**src/rtl/tlas_pkg.sv**
```systemverilog
// Shared types, constants, microprogram and lookup functions for the arm angle solver.
`default_nettype none
package tlas_pkg;

	localparam int ANG_W   = 22;
	localparam int RAT_W   = 18;
	localparam int CORD_W  = 20;
	localparam int DIV_W   = 49;
	localparam int DEN_W   = 32;
	localparam int RAD_W   = 34;
	localparam int ROOT_W  = 17;
	localparam int PC_W    = 5;
	localparam int PROG_LEN = 29;

	localparam logic signed [ANG_W-1:0]  ANG_PI      = 22'sd205887;
	localparam logic signed [ANG_W-1:0]  ANG_TWO_PI  = 22'sd411774;
	localparam logic signed [ANG_W-1:0]  ANG_HALF_PI = 22'sd102944;
	localparam logic signed [CORD_W-1:0] CORDIC_GAIN = 20'sd39797;
	localparam logic signed [RAT_W-1:0]  ONE_Q16     = 18'sd65536;
	localparam logic signed [RAT_W-1:0]  SQRT_HALF   = 18'sd46340;
	localparam logic signed [RAT_W-1:0]  NEAR_ONE    = 18'sd65529;
	localparam logic [DIV_W-1:0]         RAT_MAX     = 49'd131071;
	localparam logic signed [15:0]       LOW_Z_LIMIT = -16'sd7680;

	localparam logic [1:0] REG_UPPER = 2'd0;
	localparam logic [1:0] REG_FORE  = 2'd1;

	typedef enum logic [4:0] {
		OP_MUL_XX, OP_MUL_ZZ, OP_SQRT_R2, OP_MUL_AA, OP_MUL_FF, OP_MUL_AL,
		OP_DIV_ZR, OP_DIV_XR, OP_SETU_XR, OP_MUL_UU, OP_SQRT_U, OP_VEC_U,
		OP_SAVE_A, OP_SETU_ZR, OP_SHOULDER, OP_ROT_SH, OP_MUL_ACO, OP_DIV_C,
		OP_MUL_ASI, OP_DIV_S, OP_SETU_EL, OP_ELBOW, OP_FINISH
	} op_t;

	typedef enum logic [1:0] {ST_IDLE, ST_ISSUE, ST_WAIT} state_t;

	typedef struct packed {
		logic load;
		logic start;
		op_t  op;
	} cmd_t;

	typedef struct packed {
		logic done;
	} sts_t;

	function automatic op_t prog_op(input logic [PC_W-1:0] pc);
		op_t o;
		case (pc)
			5'd0:  o = OP_MUL_XX;
			5'd1:  o = OP_MUL_ZZ;
			5'd2:  o = OP_SQRT_R2;
			5'd3:  o = OP_MUL_AA;
			5'd4:  o = OP_MUL_FF;
			5'd5:  o = OP_MUL_AL;
			5'd6:  o = OP_DIV_ZR;
			5'd7:  o = OP_DIV_XR;
			5'd8:  o = OP_SETU_XR;
			5'd9:  o = OP_MUL_UU;
			5'd10: o = OP_SQRT_U;
			5'd11: o = OP_VEC_U;
			5'd12: o = OP_SAVE_A;
			5'd13: o = OP_SETU_ZR;
			5'd14: o = OP_MUL_UU;
			5'd15: o = OP_SQRT_U;
			5'd16: o = OP_VEC_U;
			5'd17: o = OP_SHOULDER;
			5'd18: o = OP_ROT_SH;
			5'd19: o = OP_MUL_ACO;
			5'd20: o = OP_DIV_C;
			5'd21: o = OP_MUL_ASI;
			5'd22: o = OP_DIV_S;
			5'd23: o = OP_SETU_EL;
			5'd24: o = OP_MUL_UU;
			5'd25: o = OP_SQRT_U;
			5'd26: o = OP_VEC_U;
			5'd27: o = OP_ELBOW;
			default: o = OP_FINISH;
		endcase
		return o;
	endfunction

	function automatic logic signed [CORD_W-1:0] atan_q16(input logic [3:0] i);
		logic signed [CORD_W-1:0] v;
		case (i)
			4'd0:  v = 20'sd51472;
			4'd1:  v = 20'sd30386;
			4'd2:  v = 20'sd16055;
			4'd3:  v = 20'sd8150;
			4'd4:  v = 20'sd4091;
			4'd5:  v = 20'sd2047;
			4'd6:  v = 20'sd1024;
			4'd7:  v = 20'sd512;
			4'd8:  v = 20'sd256;
			4'd9:  v = 20'sd128;
			4'd10: v = 20'sd64;
			4'd11: v = 20'sd32;
			4'd12: v = 20'sd16;
			4'd13: v = 20'sd8;
			4'd14: v = 20'sd4;
			default: v = 20'sd2;
		endcase
		return v;
	endfunction

endpackage
`default_nettype wire

```
**src/rtl/tlas_ctrl.sv**
```systemverilog
// Controller that steps the datapath through the solver microprogram.
`default_nettype none
module tlas_ctrl (
	input  wire logic          clk,
	input  wire logic          arst_n,
	input  wire logic          s_tvalid,
	output logic               s_tready,
	output logic               m_tvalid,
	input  wire logic          m_tready,
	output tlas_pkg::cmd_t     cmd,
	input  wire tlas_pkg::sts_t sts
);
	import tlas_pkg::*;

	state_t          st_q, st_d;
	logic [PC_W-1:0] pc_q, pc_d;
	logic            out_valid_q;
	logic            out_set;
	localparam logic [PC_W-1:0] LAST_PC = PC_W'(PROG_LEN - 1);

	always_ff @(posedge clk or negedge arst_n) begin
		if (!arst_n) begin
			st_q        <= ST_IDLE;
			pc_q        <= '0;
			out_valid_q <= 1'b0;
		end else begin
			st_q <= st_d;
			pc_q <= pc_d;
			if (out_set) begin
				out_valid_q <= 1'b1;
			end else if (m_tready) begin
				out_valid_q <= 1'b0;
			end
		end
	end

	always_comb begin
		st_d      = st_q;
		pc_d      = pc_q;
		cmd.op    = prog_op(pc_q);
		cmd.load  = 1'b0;
		cmd.start = 1'b0;
		s_tready  = 1'b0;
		out_set   = 1'b0;
		case (st_q)
			ST_IDLE: begin
				s_tready = 1'b1;
				if (s_tvalid) begin
					cmd.load = 1'b1;
					pc_d     = '0;
					st_d     = ST_ISSUE;
				end
			end
			ST_ISSUE: begin
				// The result register must be free before the final step writes it.
				if (!(cmd.op == OP_FINISH && out_valid_q && !m_tready)) begin
					cmd.start = 1'b1;
					st_d      = ST_WAIT;
				end
			end
			ST_WAIT: begin
				if (sts.done) begin
					if (pc_q == LAST_PC) begin
						out_set = 1'b1;
						st_d    = ST_IDLE;
					end else begin
						pc_d = pc_q + 1'b1;
						st_d = ST_ISSUE;
					end
				end
			end
			default: st_d = ST_IDLE;
		endcase
	end

	assign m_tvalid = out_valid_q;

endmodule
`default_nettype wire

```
**src/rtl/tlas_dp.sv**
```systemverilog
// Datapath with shared multiplier, square root, divider and CORDIC units.
`default_nettype none
module tlas_dp (
	input  wire logic           clk,
	input  wire logic           arst_n,
	input  wire logic           cfg_we,
	input  wire logic [1:0]     cfg_index,
	input  wire logic [14:0]    cfg_data,
	input  wire logic [31:0]    s_tdata,
	input  wire tlas_pkg::cmd_t cmd,
	output tlas_pkg::sts_t      sts,
	output logic [87:0]         m_tdata
);
	import tlas_pkg::*;

	logic signed [15:0]        x_q, z_q;
	logic [14:0]               upper_q, fore_q;
	logic [31:0]               r2_q;
	logic [15:0]               len_q;
	logic signed [31:0]        t_q;
	logic [DEN_W-1:0]          den_q;
	logic signed [RAT_W-1:0]   zr_q, xr_q, c_q, s_q, u_q;
	logic signed [CORD_W-1:0]  tang_q, co_q, si_q;
	logic signed [ANG_W-1:0]   sh_q, el_q;
	logic                      err_q, acase_q;
	op_t                       op_q;
	logic                      imm_q;

	logic signed [17:0]        mul_a_q, mul_b_q, mul_a_d, mul_b_d;
	logic signed [35:0]        prod_q;
	logic                      mul_run_q, mul_fin_q;

	logic [RAD_W-1:0]          rad_q, rad_d;
	logic [ROOT_W-1:0]         root_q;
	logic [18:0]               rem_q;
	logic [4:0]                sq_cnt_q;
	logic                      sq_run_q, sq_fin_q;
	logic [20:0]               sq_part, sq_trial;

	logic [DIV_W-1:0]          dvd_q, quo_q;
	logic [DEN_W-1:0]          dden_q, drem_q, div_den;
	logic signed [49:0]        div_num, div_neg;
	logic signed [33:0]        xr_sum;
	logic signed [35:0]        cs_num;
	logic                      dneg_q;
	logic [5:0]                dv_cnt_q;
	logic                      dv_run_q, dv_fin_q;
	logic [DEN_W:0]            dv_trial;
	logic [16:0]               qmag;
	logic signed [RAT_W-1:0]   qs;

	logic signed [CORD_W-1:0]  cx_q, cy_q, cz_q, cxs, cys, cat;
	logic [3:0]                c_cnt_q;
	logic                      cmode_q, cneg_q, c_run_q, c_fin_q;
	logic signed [ANG_W-1:0]   fold;
	logic                      fold_neg;

	logic signed [15:0]        last_sh_q, last_el_q, wacc_q;
	logic [80:0]               out_q;
	logic signed [15:0]        sh12, el12, wr, shc, elc;
	logic                      fin, is_mul, is_sqrt, is_div, is_cord;
	logic                      asin_case, s_in_range;

	function automatic logic signed [15:0] sat16(input logic signed [23:0] v);
		if (v > 24'sd32767) begin
			return 16'sh7FFF;
		end else if (v < -24'sd32768) begin
			return 16'sh8000;
		end
		return v[15:0];
	endfunction

	function automatic logic signed [RAT_W-1:0] clamp_unit(input logic signed [RAT_W-1:0] v);
		if (v > ONE_Q16) begin
			return ONE_Q16;
		end else if (v < -ONE_Q16) begin
			return -ONE_Q16;
		end
		return v;
	endfunction

	function automatic logic beyond_unit(input logic signed [RAT_W-1:0] v);
		return (v > ONE_Q16) || (v < -ONE_Q16);
	endfunction

	always_comb begin
		is_mul  = 1'b0;
		is_sqrt = 1'b0;
		is_div  = 1'b0;
		is_cord = 1'b0;
		case (cmd.op)
			OP_MUL_XX, OP_MUL_ZZ, OP_MUL_AA, OP_MUL_FF, OP_MUL_AL, OP_MUL_UU,
			OP_MUL_ACO, OP_MUL_ASI: is_mul = 1'b1;
			OP_SQRT_R2, OP_SQRT_U: is_sqrt = 1'b1;
			OP_DIV_ZR, OP_DIV_XR, OP_DIV_C, OP_DIV_S: is_div = 1'b1;
			OP_VEC_U, OP_ROT_SH: is_cord = 1'b1;
			default: ;
		endcase
	end

	always_comb begin
		mul_a_d = '0;
		mul_b_d = '0;
		case (cmd.op)
			OP_MUL_XX: begin mul_a_d = 18'(x_q); mul_b_d = 18'(x_q); end
			OP_MUL_ZZ: begin mul_a_d = 18'(z_q); mul_b_d = 18'(z_q); end
			OP_MUL_AA: begin mul_a_d = {3'b0, upper_q}; mul_b_d = {3'b0, upper_q}; end
			OP_MUL_FF: begin mul_a_d = {3'b0, fore_q}; mul_b_d = {3'b0, fore_q}; end
			OP_MUL_AL: begin mul_a_d = {3'b0, upper_q}; mul_b_d = {2'b0, len_q}; end
			OP_MUL_UU: begin mul_a_d = u_q; mul_b_d = u_q; end
			OP_MUL_ACO: begin mul_a_d = {3'b0, upper_q}; mul_b_d = co_q[17:0]; end
			OP_MUL_ASI: begin mul_a_d = {3'b0, upper_q}; mul_b_d = si_q[17:0]; end
			default: ;
		endcase
	end

	always_comb begin
		rad_d = {2'b0, r2_q};
		if (cmd.op == OP_SQRT_U) begin
			rad_d = 34'h1_0000_0000 - {1'b0, prod_q[32:0]};
		end
	end

	always_comb begin
		xr_sum  = $signed({t_q[31], t_q[31], t_q}) + $signed({2'b0, r2_q});
		cs_num  = 36'($signed({x_q, 16'h0})) - prod_q;
		div_num = 50'($signed({z_q, 16'h0}));
		div_den = {16'b0, len_q};
		case (cmd.op)
			OP_DIV_XR: begin
				div_num = $signed({xr_sum, 16'h0});
				div_den = den_q;
			end
			OP_DIV_C: begin
				div_num = 50'(cs_num);
				div_den = {17'b0, fore_q};
			end
			OP_DIV_S: begin
				cs_num  = 36'($signed({z_q, 16'h0})) - prod_q;
				div_num = 50'(cs_num);
				div_den = {17'b0, fore_q};
			end
			default: ;
		endcase
		div_neg = -div_num;
	end

	always_comb begin
		fold     = sh_q;
		fold_neg = 1'b0;
		if (fold > ANG_PI) fold = fold - ANG_TWO_PI;
		if (fold < -ANG_PI) fold = fold + ANG_TWO_PI;
		if (fold > ANG_HALF_PI) begin
			fold     = fold - ANG_PI;
			fold_neg = 1'b1;
		end else if (fold < -ANG_HALF_PI) begin
			fold     = fold + ANG_PI;
			fold_neg = 1'b1;
		end
	end

	assign sq_part  = {rem_q, rad_q[RAD_W-1 -: 2]};
	assign sq_trial = {2'b0, root_q, 2'b01};
	assign dv_trial = {drem_q, dvd_q[DIV_W-1]};
	assign cxs      = cx_q >>> c_cnt_q;
	assign cys      = cy_q >>> c_cnt_q;
	assign cat      = atan_q16(c_cnt_q);

	assign qmag = (quo_q > RAT_MAX) ? 17'h1FFFF : quo_q[16:0];
	assign qs   = dneg_q ? -$signed({1'b0, qmag}) : $signed({1'b0, qmag});

	assign asin_case  = (c_q > SQRT_HALF) || (z_q < LOW_Z_LIMIT);
	assign s_in_range = (s_q >= -NEAR_ONE) && (s_q <= NEAR_ONE);

	assign sh12 = sat16((24'(sh_q) + 24'sd8) >>> 4);
	assign el12 = sat16((24'(el_q) + 24'sd8) >>> 4);
	assign wr   = sat16(24'(wacc_q) - 24'(el12));
	assign shc  = sat16(24'(sh12) - 24'(last_sh_q));
	assign elc  = sat16(24'(el12) - 24'(last_el_q));

	assign fin      = mul_fin_q | sq_fin_q | dv_fin_q | c_fin_q | imm_q;
	assign sts.done = fin;
	assign m_tdata  = {7'b0, out_q};

	always_ff @(posedge clk or negedge arst_n) begin
		if (!arst_n) begin
			upper_q   <= 15'd2560;
			fore_q    <= 15'd2560;
			last_sh_q <= '0;
			last_el_q <= '0;
			wacc_q    <= '0;
			imm_q     <= 1'b0;
			mul_run_q <= 1'b0;
			mul_fin_q <= 1'b0;
			sq_run_q  <= 1'b0;
			sq_fin_q  <= 1'b0;
			dv_run_q  <= 1'b0;
			dv_fin_q  <= 1'b0;
			c_run_q   <= 1'b0;
			c_fin_q   <= 1'b0;
		end else begin
			if (cfg_we) begin
				case (cfg_index)
					REG_UPPER: upper_q <= cfg_data;
					REG_FORE:  fore_q  <= cfg_data;
					default: ;
				endcase
			end
			imm_q     <= cmd.start && !(is_mul || is_sqrt || is_div || is_cord);
			mul_run_q <= cmd.start && is_mul;
			mul_fin_q <= mul_run_q;
			sq_fin_q  <= sq_run_q && (sq_cnt_q == 5'(ROOT_W - 1));
			dv_fin_q  <= dv_run_q && (dv_cnt_q == 6'(DIV_W - 1));
			c_fin_q   <= c_run_q && (c_cnt_q == 4'd15);
			if (cmd.start && is_sqrt) begin
				sq_run_q <= 1'b1;
			end else if (sq_cnt_q == 5'(ROOT_W - 1)) begin
				sq_run_q <= 1'b0;
			end
			if (cmd.start && is_div) begin
				dv_run_q <= 1'b1;
			end else if (dv_cnt_q == 6'(DIV_W - 1)) begin
				dv_run_q <= 1'b0;
			end
			if (cmd.start && is_cord) begin
				c_run_q <= 1'b1;
			end else if (c_cnt_q == 4'd15) begin
				c_run_q <= 1'b0;
			end
			if (fin && op_q == OP_FINISH) begin
				last_sh_q <= sh12;
				last_el_q <= el12;
				wacc_q    <= wr;
			end
		end
	end

	always_ff @(posedge clk) begin
		if (cmd.load) begin
			x_q   <= $signed(s_tdata[15:0]);
			z_q   <= $signed(s_tdata[31:16]);
			err_q <= 1'b0;
		end
		if (cmd.start) begin
			op_q <= cmd.op;
		end

		if (cmd.start && is_mul) begin
			mul_a_q <= mul_a_d;
			mul_b_q <= mul_b_d;
		end
		if (mul_run_q) begin
			prod_q <= mul_a_q * mul_b_q;
		end

		if (cmd.start && is_sqrt) begin
			rad_q    <= rad_d;
			root_q   <= '0;
			rem_q    <= '0;
			sq_cnt_q <= '0;
		end else if (sq_run_q) begin
			rad_q    <= {rad_q[RAD_W-3:0], 2'b00};
			sq_cnt_q <= sq_cnt_q + 1'b1;
			if (sq_part >= sq_trial) begin
				rem_q  <= 19'(sq_part - sq_trial);
				root_q <= {root_q[ROOT_W-2:0], 1'b1};
			end else begin
				rem_q  <= sq_part[18:0];
				root_q <= {root_q[ROOT_W-2:0], 1'b0};
			end
		end

		if (cmd.start && is_div) begin
			dvd_q    <= div_num[49] ? div_neg[DIV_W-1:0] : div_num[DIV_W-1:0];
			dneg_q   <= div_num[49];
			dden_q   <= div_den;
			drem_q   <= '0;
			quo_q    <= '0;
			dv_cnt_q <= '0;
		end else if (dv_run_q) begin
			dvd_q    <= {dvd_q[DIV_W-2:0], 1'b0};
			dv_cnt_q <= dv_cnt_q + 1'b1;
			if (dv_trial >= {1'b0, dden_q}) begin
				drem_q <= DEN_W'(dv_trial - {1'b0, dden_q});
				quo_q  <= {quo_q[DIV_W-2:0], 1'b1};
			end else begin
				drem_q <= dv_trial[DEN_W-1:0];
				quo_q  <= {quo_q[DIV_W-2:0], 1'b0};
			end
		end

		if (cmd.start && is_cord) begin
			c_cnt_q <= '0;
			if (cmd.op == OP_ROT_SH) begin
				cmode_q <= 1'b1;
				cneg_q  <= fold_neg;
				cx_q    <= CORDIC_GAIN;
				cy_q    <= '0;
				cz_q    <= fold[CORD_W-1:0];
			end else begin
				cmode_q <= 1'b0;
				cneg_q  <= 1'b0;
				cx_q    <= {3'b0, root_q};
				cy_q    <= 20'(u_q);
				cz_q    <= '0;
			end
		end else if (c_run_q) begin
			c_cnt_q <= c_cnt_q + 1'b1;
			if (cmode_q ? !cz_q[CORD_W-1] : cy_q[CORD_W-1]) begin
				cx_q <= cx_q - cys;
				cy_q <= cy_q + cxs;
				cz_q <= cz_q - cat;
			end else begin
				cx_q <= cx_q + cys;
				cy_q <= cy_q - cxs;
				cz_q <= cz_q + cat;
			end
		end

		if (fin) begin
			case (op_q)
				OP_MUL_XX:  r2_q <= prod_q[31:0];
				OP_MUL_ZZ:  r2_q <= r2_q + prod_q[31:0];
				OP_SQRT_R2: len_q <= root_q[15:0];
				OP_MUL_AA:  t_q <= $signed(prod_q[31:0]);
				OP_MUL_FF:  t_q <= t_q - $signed(prod_q[31:0]);
				OP_MUL_AL:  den_q <= {prod_q[30:0], 1'b0};
				OP_DIV_ZR: begin
					if (len_q == '0) begin
						zr_q  <= '0;
						err_q <= 1'b1;
					end else begin
						zr_q <= clamp_unit(qs);
						if (beyond_unit(qs)) err_q <= 1'b1;
					end
				end
				OP_DIV_XR: begin
					if (len_q == '0 || upper_q == '0) begin
						xr_q  <= '0;
						err_q <= 1'b1;
					end else begin
						xr_q <= clamp_unit(qs);
						if (beyond_unit(qs)) err_q <= 1'b1;
					end
				end
				OP_SETU_XR: u_q <= xr_q;
				OP_SAVE_A:  tang_q <= cz_q;
				OP_SETU_ZR: u_q <= zr_q;
				OP_SHOULDER: sh_q <= 22'(tang_q) - ANG_HALF_PI + 22'(cz_q);
				OP_ROT_SH: begin
					co_q <= cneg_q ? -cx_q : cx_q;
					si_q <= cneg_q ? -cy_q : cy_q;
				end
				OP_DIV_C: begin
					if (fore_q == '0) begin
						c_q   <= '0;
						err_q <= 1'b1;
					end else begin
						c_q <= qs;
					end
				end
				OP_DIV_S: s_q <= (fore_q == '0) ? '0 : qs;
				OP_SETU_EL: begin
					acase_q <= asin_case;
					if (asin_case) begin
						u_q <= clamp_unit(s_q);
					end else begin
						u_q <= clamp_unit(c_q);
						if (beyond_unit(c_q)) err_q <= 1'b1;
					end
				end
				OP_ELBOW: begin
					if (!acase_q) begin
						el_q <= ANG_HALF_PI - 22'(cz_q) - sh_q;
					end else if (s_in_range) begin
						el_q <= 22'(cz_q) - sh_q;
					end else begin
						el_q <= -sh_q;
					end
				end
				OP_FINISH: out_q <= {err_q, elc, shc, wr, el12, sh12};
				default: ;
			endcase
		end
	end

endmodule
`default_nettype wire

```
**src/rtl/two_link_arm_angle_solver.sv**
```systemverilog
// Top level of the two-link planar arm angle solver.
// Each accepted target runs through the whole microprogram before the next target is taken,
// and the next target can be taken in the same cycle its angles appear. A microprogram of 29
// steps runs one after the other; 22 of them use four shared units. The multiplier is used ten
// times. The 17-step square root is used four times. The 49-step restoring divider is used four
// times. The 16-step CORDIC unit is used four times. The other seven steps are register moves.
// A finished result may wait in the output register while the next target runs. The final
// step stalls only while a previous result is still not accepted. Lengths are Q7.8 cm, angles
// Q3.12 rad.
`default_nettype none
module two_link_arm_angle_solver (
	input  wire logic        clk,
	input  wire logic        arst_n,
	input  wire logic        s_tvalid,
	output logic             s_tready,
	// target_x, target_z
	input  wire logic [31:0] s_tdata,
	output logic             m_tvalid,
	input  wire logic        m_tready,
	// shoulder_angle, elbow_angle, wrist_angle, shoulder_change, elbow_change, domain_error
	output logic [87:0]      m_tdata,
	input  wire logic        cfg_we,
	input  wire logic [1:0]  cfg_index,
	input  wire logic [14:0] cfg_data
);
	import tlas_pkg::*;

	cmd_t cmd;
	sts_t sts;

	tlas_ctrl u_ctrl (
		.clk      (clk),
		.arst_n   (arst_n),
		.s_tvalid (s_tvalid),
		.s_tready (s_tready),
		.m_tvalid (m_tvalid),
		.m_tready (m_tready),
		.cmd      (cmd),
		.sts      (sts)
	);

	tlas_dp u_dp (
		.clk       (clk),
		.arst_n    (arst_n),
		.cfg_we    (cfg_we),
		.cfg_index (cfg_index),
		.cfg_data  (cfg_data),
		.s_tdata   (s_tdata),
		.cmd       (cmd),
		.sts       (sts),
		.m_tdata   (m_tdata)
	);

	a_busy_after_accept: assert property (@(posedge clk) disable iff (!arst_n)
		s_tvalid && s_tready |=> !s_tready)
		else $error("input accepted again right after a transaction");

	a_start_pulse: assert property (@(posedge clk) disable iff (!arst_n)
		cmd.start |=> !cmd.start)
		else $error("step started twice in a row");

	a_result_after_step: assert property (@(posedge clk) disable iff (!arst_n)
		$rose(m_tvalid) |-> $past(sts.done))
		else $error("result raised without a finished step");

endmodule
`default_nettype wire
```
**config.mk**
```make
export PLATFORM = sky130hd
export DESIGN_NAME = two_link_arm_angle_solver
export DESIGN_NICKNAME = d
export VERILOG_FILES = /design/src/rtl/tlas_pkg.sv /design/src/rtl/tlas_ctrl.sv /design/src/rtl/tlas_dp.sv /design/src/rtl/two_link_arm_angle_solver.sv
export SDC_FILE = /design/constraint.sdc
export NUM_CORES = 2
export LEC_CHECK = 0
export ABC_AREA = 1
export BUFFER_PORTS_ARGS = -buffer_cell sky130_fd_sc_hd__buf_2
export CAP_MARGIN = 20
export CORE_ASPECT_RATIO = 1.2
export CORE_UTILIZATION = 40
export CTS_BUF_LIST = sky130_fd_sc_hd__clkbuf_8 sky130_fd_sc_hd__clkbuf_16
export DETAILED_ROUTE_END_ITERATION = 7
export GPL_TIMING_DRIVEN = 0
export PLACE_DENSITY = 0.57
export RECOVER_POWER = 25
export SYNTH_ARGS = -nofsm -noshare
export SYNTH_HDL_FRONTEND = slang
export SYNTH_SLANG_ARGS = --single-unit
```
**constraint.sdc**
```tcl
create_clock -name clk -period 19.6 [get_ports clk]
set_input_delay 3.92 -clock clk [delete_from_list [all_inputs] [get_ports clk]]
set_output_delay 3.92 -clock clk [all_outputs]
set_load 0.01 [all_outputs]
```
==> impl_results.md <==
- Num CTS Buffers: 103
- Crit Path Class: register to register
- Max Freq: 108.2 MHz
- Pin count of the biggest net entering global routing: 75
- Worst setup EP type: register
- Buf/Inv on CP: 9
- WHS Endpoint: u_dp.drem_q[5]$_SDFFE_PP0P_
- Largest cells by area after synthesis: edfxtp_1, nand2_1, fa_1
- Vias in the first global route: 66180
- Post-Synthesis Cells: 9620
- Area Overhead vs Synth: 10.57%
- Crit path max-delay cell type: o21ai_0
- Setup WS post-layout: 10.36 ns
- Cell family with most CP delay: compound AO/OA/AOI/OAI gates
- Place WS: 10.62 ns
- CTS tree: built
- H-tree Lvls: 3
- Final Util: 44.64%
- Worst hold start: u_dp.drem_q[5]$_SDFFE_PP0P_
- Die area: 0.1914 mm²
- Fill count: 18980
- Sequential cell area: 0.02539 mm²
- Cell Rows: 174
- Critical path fanouts, max: 10
- Failing checks: max-capacitance violations, max-slew violations
- Multi-input combinational cell area: 0.04341 mm²
- Skew-Pair Late Insertion Delay: 0.78 ns
- Final instance area: 0.08388 mm²
- Placed cell count: 12260
- CTS Hold Bufs: 0
- Clk slew on worst S/H paths: 0.06 ns
- Worst reg2reg path depth: 37
- Initial antenna violation count: 19
- Post-cts resize count: 0
- Die width: 399.6 µm
- Seq/Total Area, Yosys: 33.47%
- CP arrival: 9.64 ns
- Run status: complete, but fails checks
- Initial Utilization: 40.38%
- Area leader, netlist: edfxtp_1
- Peak supply drop: 0.08120 mV
- Yosys cell types: 80
- Post-synth EDFFs: 667
- Post-Route Skew: 0.05334 ns
- DP Wirelength: 236400 µm
- Most used cell, CP: inv_1
- Final min period: 9.244 ns
- Die height: 479.1 µm
- Ys Warns: 0
- RePlAce Congestion: 1.031
- Power density over the cells: 51.14 mW/mm²
- WP data required: 19.99 ns
- Period utilization: 47.16%
- DR iter-0 viols: 5600
- Fin. max-slew vios: 81
- Post-synthesis area per instance: 7.886 µm²
- Core area: 0.1879 mm²
- Final hold vios: 0
- Drt drc: 0
- Reg2reg start: u_dp.el_q[5]$_DFFE_PP_
- Slew @ Worst Pin: 1.662 ns
- Setup_tns: 0 ns
- Slowest stage delay, CP: 1.01 ns
- Io pins: 144
- Worst setup SP type: register
- First-pass GRT wire length: 421200 µm
- Final WL: 286500 µm
- Via Count: 67630
- Synth top area share: 26.40%
- Grt ovf: 0
- Gr usage total: 29.66%
- Detailed Routing Iterations Pass 1: 7
- Seq cells post-synth: 911
- Ratio of cells with drive above 1 in the final layout: 5.586%
- Pleak: 39.50 nW
- CTS Sinks: 911
- Hold Path Stages: 2
- Unrepaired setup endpoints after global routing: no
- Post-route ant nets: 0
- Slew margin rel.: -10.77%
- Area of the mapped netlist: 0.07586 mm²
- I/O Buffers: 136
- Drt wl/cell: 22.99 µm
- Hold/Removal Path Class: register to register
- Max-Cap Viols: 4
- Final Setup Violations: 0
- Clock Tree Root: clkbuf_16
- Nets: 10810
- Reg2reg end: u_dp.out_q[77]$_DFFE_PP_
- Final non-filler cell total: 12460
- Post-CTS setup buffers: 0
- Post-DP Area: 0.08023 mm²
- Synth Flop Type: edfxtp_1
- Ys async rst share: 10.43%
- CTS Buffer Depth: 3
- Via density: 5.428
- R2R Setup Slk: 10.36 ns
-- through the flow --
stage	hold slack, ns	power [mW]
after detailed placement	0.4526	2.157
final	0.4731	4.289
after floorplan	0.4086	2.123
after global placement	0.4522	2.156
after CTS	0.4727	4.328
after global routing	0.4919	4.398
-- sequential cells by signal (all words and copies together), names as in the netlist, 22 cells and up --
name and flops:
u_dp.quo_q 49, u_dp.sh_q 22, u_dp.prod_q 36, u_dp.rad_q 34
u_dp.den_q 31, u_dp.dden_q 32, u_dp.out_q 81, u_dp.dvd_q 49
u_dp.r2_q 32, u_dp.drem_q 32, u_dp.t_q 32
-- cells by family (layout without fill, tap and decap cells) --
group / count (synthesis) / count (layout) / synth area share, %
compound gates: 1755 / 1755 / 13.19
other cells: 1 / 14 / 0.004943
mux: 15 / 15 / 0.1979
flops: 911 / 911 / 33.47
simple gates: 3760 / 3760 / 20.86
fa+ha+maj: 857 / 857 / 17.50
xor+xnor: 465 / 465 / 5.369
buf+inv: 1856 / 2220 / 9.404
-- report_power, final --
| group | switching (mW) | leakage, nW | total (mW) | internal (mW) |
|---|---|---|---|---|
| clock | 0.905 | 1.89 | 2.17 | 1.26 |
| combinational | 0.0339 | 29.3 | 0.0477 | 0.0137 |
| sequential | 0.0146 | 8.32 | 2.07 | 2.06 |
| total | 0.954 | 39.5 | 4.29 | 3.34 |
-- worst min-delay path: stages, from the launching register on --
cell     delay [ns]
dfxtp_1        0.32
nand2_1        0.06
nand2_1        0.05
-- synth_stat cells (all sizes together) (12+ instances only) --
cell type  count
clkbuf       240
buf           65
nand2       2190
o22ai         28
nor2         780
ha           517
mux2i         15
xor2         325
fa           340
a22oi         72
or2           52
o221ai        19
nor4          45
edfxtp       667
xnor2        140
nand4        118
o211ai        70
dfrtp         91
nor3         127
dfxtp        149
o21ai        762
a21oi        543
a2bb2oi       12
o21bai        44
nand3b        26
o21a          13
clkinv        17
a21o          21
a221oi        36
inv         1534
a31oi         39
a21boi        12
nand3        402
o31ai         22
-- worst max-delay path by stage --
stage	start	end	slack (ns)	cells after the start
final	u_dp.el_q[5]$_DFFE_PP_	u_dp.out_q[77]$_DFFE_PP_	10.36	37
after global routing	u_dp.el_q[5]$_DFFE_PP_	u_dp.out_q[77]$_DFFE_PP_	9.61	37
after CTS	u_dp.el_q[5]$_DFFE_PP_	u_dp.out_q[77]$_DFFE_PP_	10.55	37
after detailed placement	u_dp.el_q[5]$_DFFE_PP_	u_dp.out_q[77]$_DFFE_PP_	10.62	37
after global placement	m_tready	u_dp.cx_q[0]$_DFFE_PP_	10.34	8
after floorplan	m_tready	u_dp.cx_q[0]$_DFFE_PP_	13.00	7
-- per-layer routing --
| metal | part of all wire [%] | routed length [µm] | up-vias | track usage [%] |
|---|---|---|---|---|
| met1 | 41 | 117000 | 32550 | 37.27 |
| met2 | 46 | 132800 | 2291 | 48.99 |
| met5 | 0.0084 | 24 | - | 0 |
| li1 | - | - | 32230 | - |
| met3 | 6.5 | 18570 | 559 | 4.186 |
| met4 | 6.3 | 18080 | 4 | 15.99 |
-- layout by cell type (no fill, tap or decap), drive strengths merged, types with 325 or more instances in the layout --
cell type  synthesis  final
ha               517    517
o21ai            762    762
nand3            402    402
a21oi            543    543
nor2             780    780
clkbuf           240    376
fa               340    340
edfxtp           667    667
inv             1534   1553
nand2           2190   2190
xor2             325    325
-- area by class of cell --
type / count / area share (%)
clock inverter: 77 / 1.161
buffer: 305 / 1.566
multi-input combinational: 6859 / 51.75
sequential: 911 / 30.28
clock buffer: 119 / 3.389
timing repair buffer: 168 / 1.216
tap: 2464 / 3.676
antenna: 7 / 0.02088
inverter: 1551 / 6.945
Note: power is estimated with default switching activity, not from simulation.
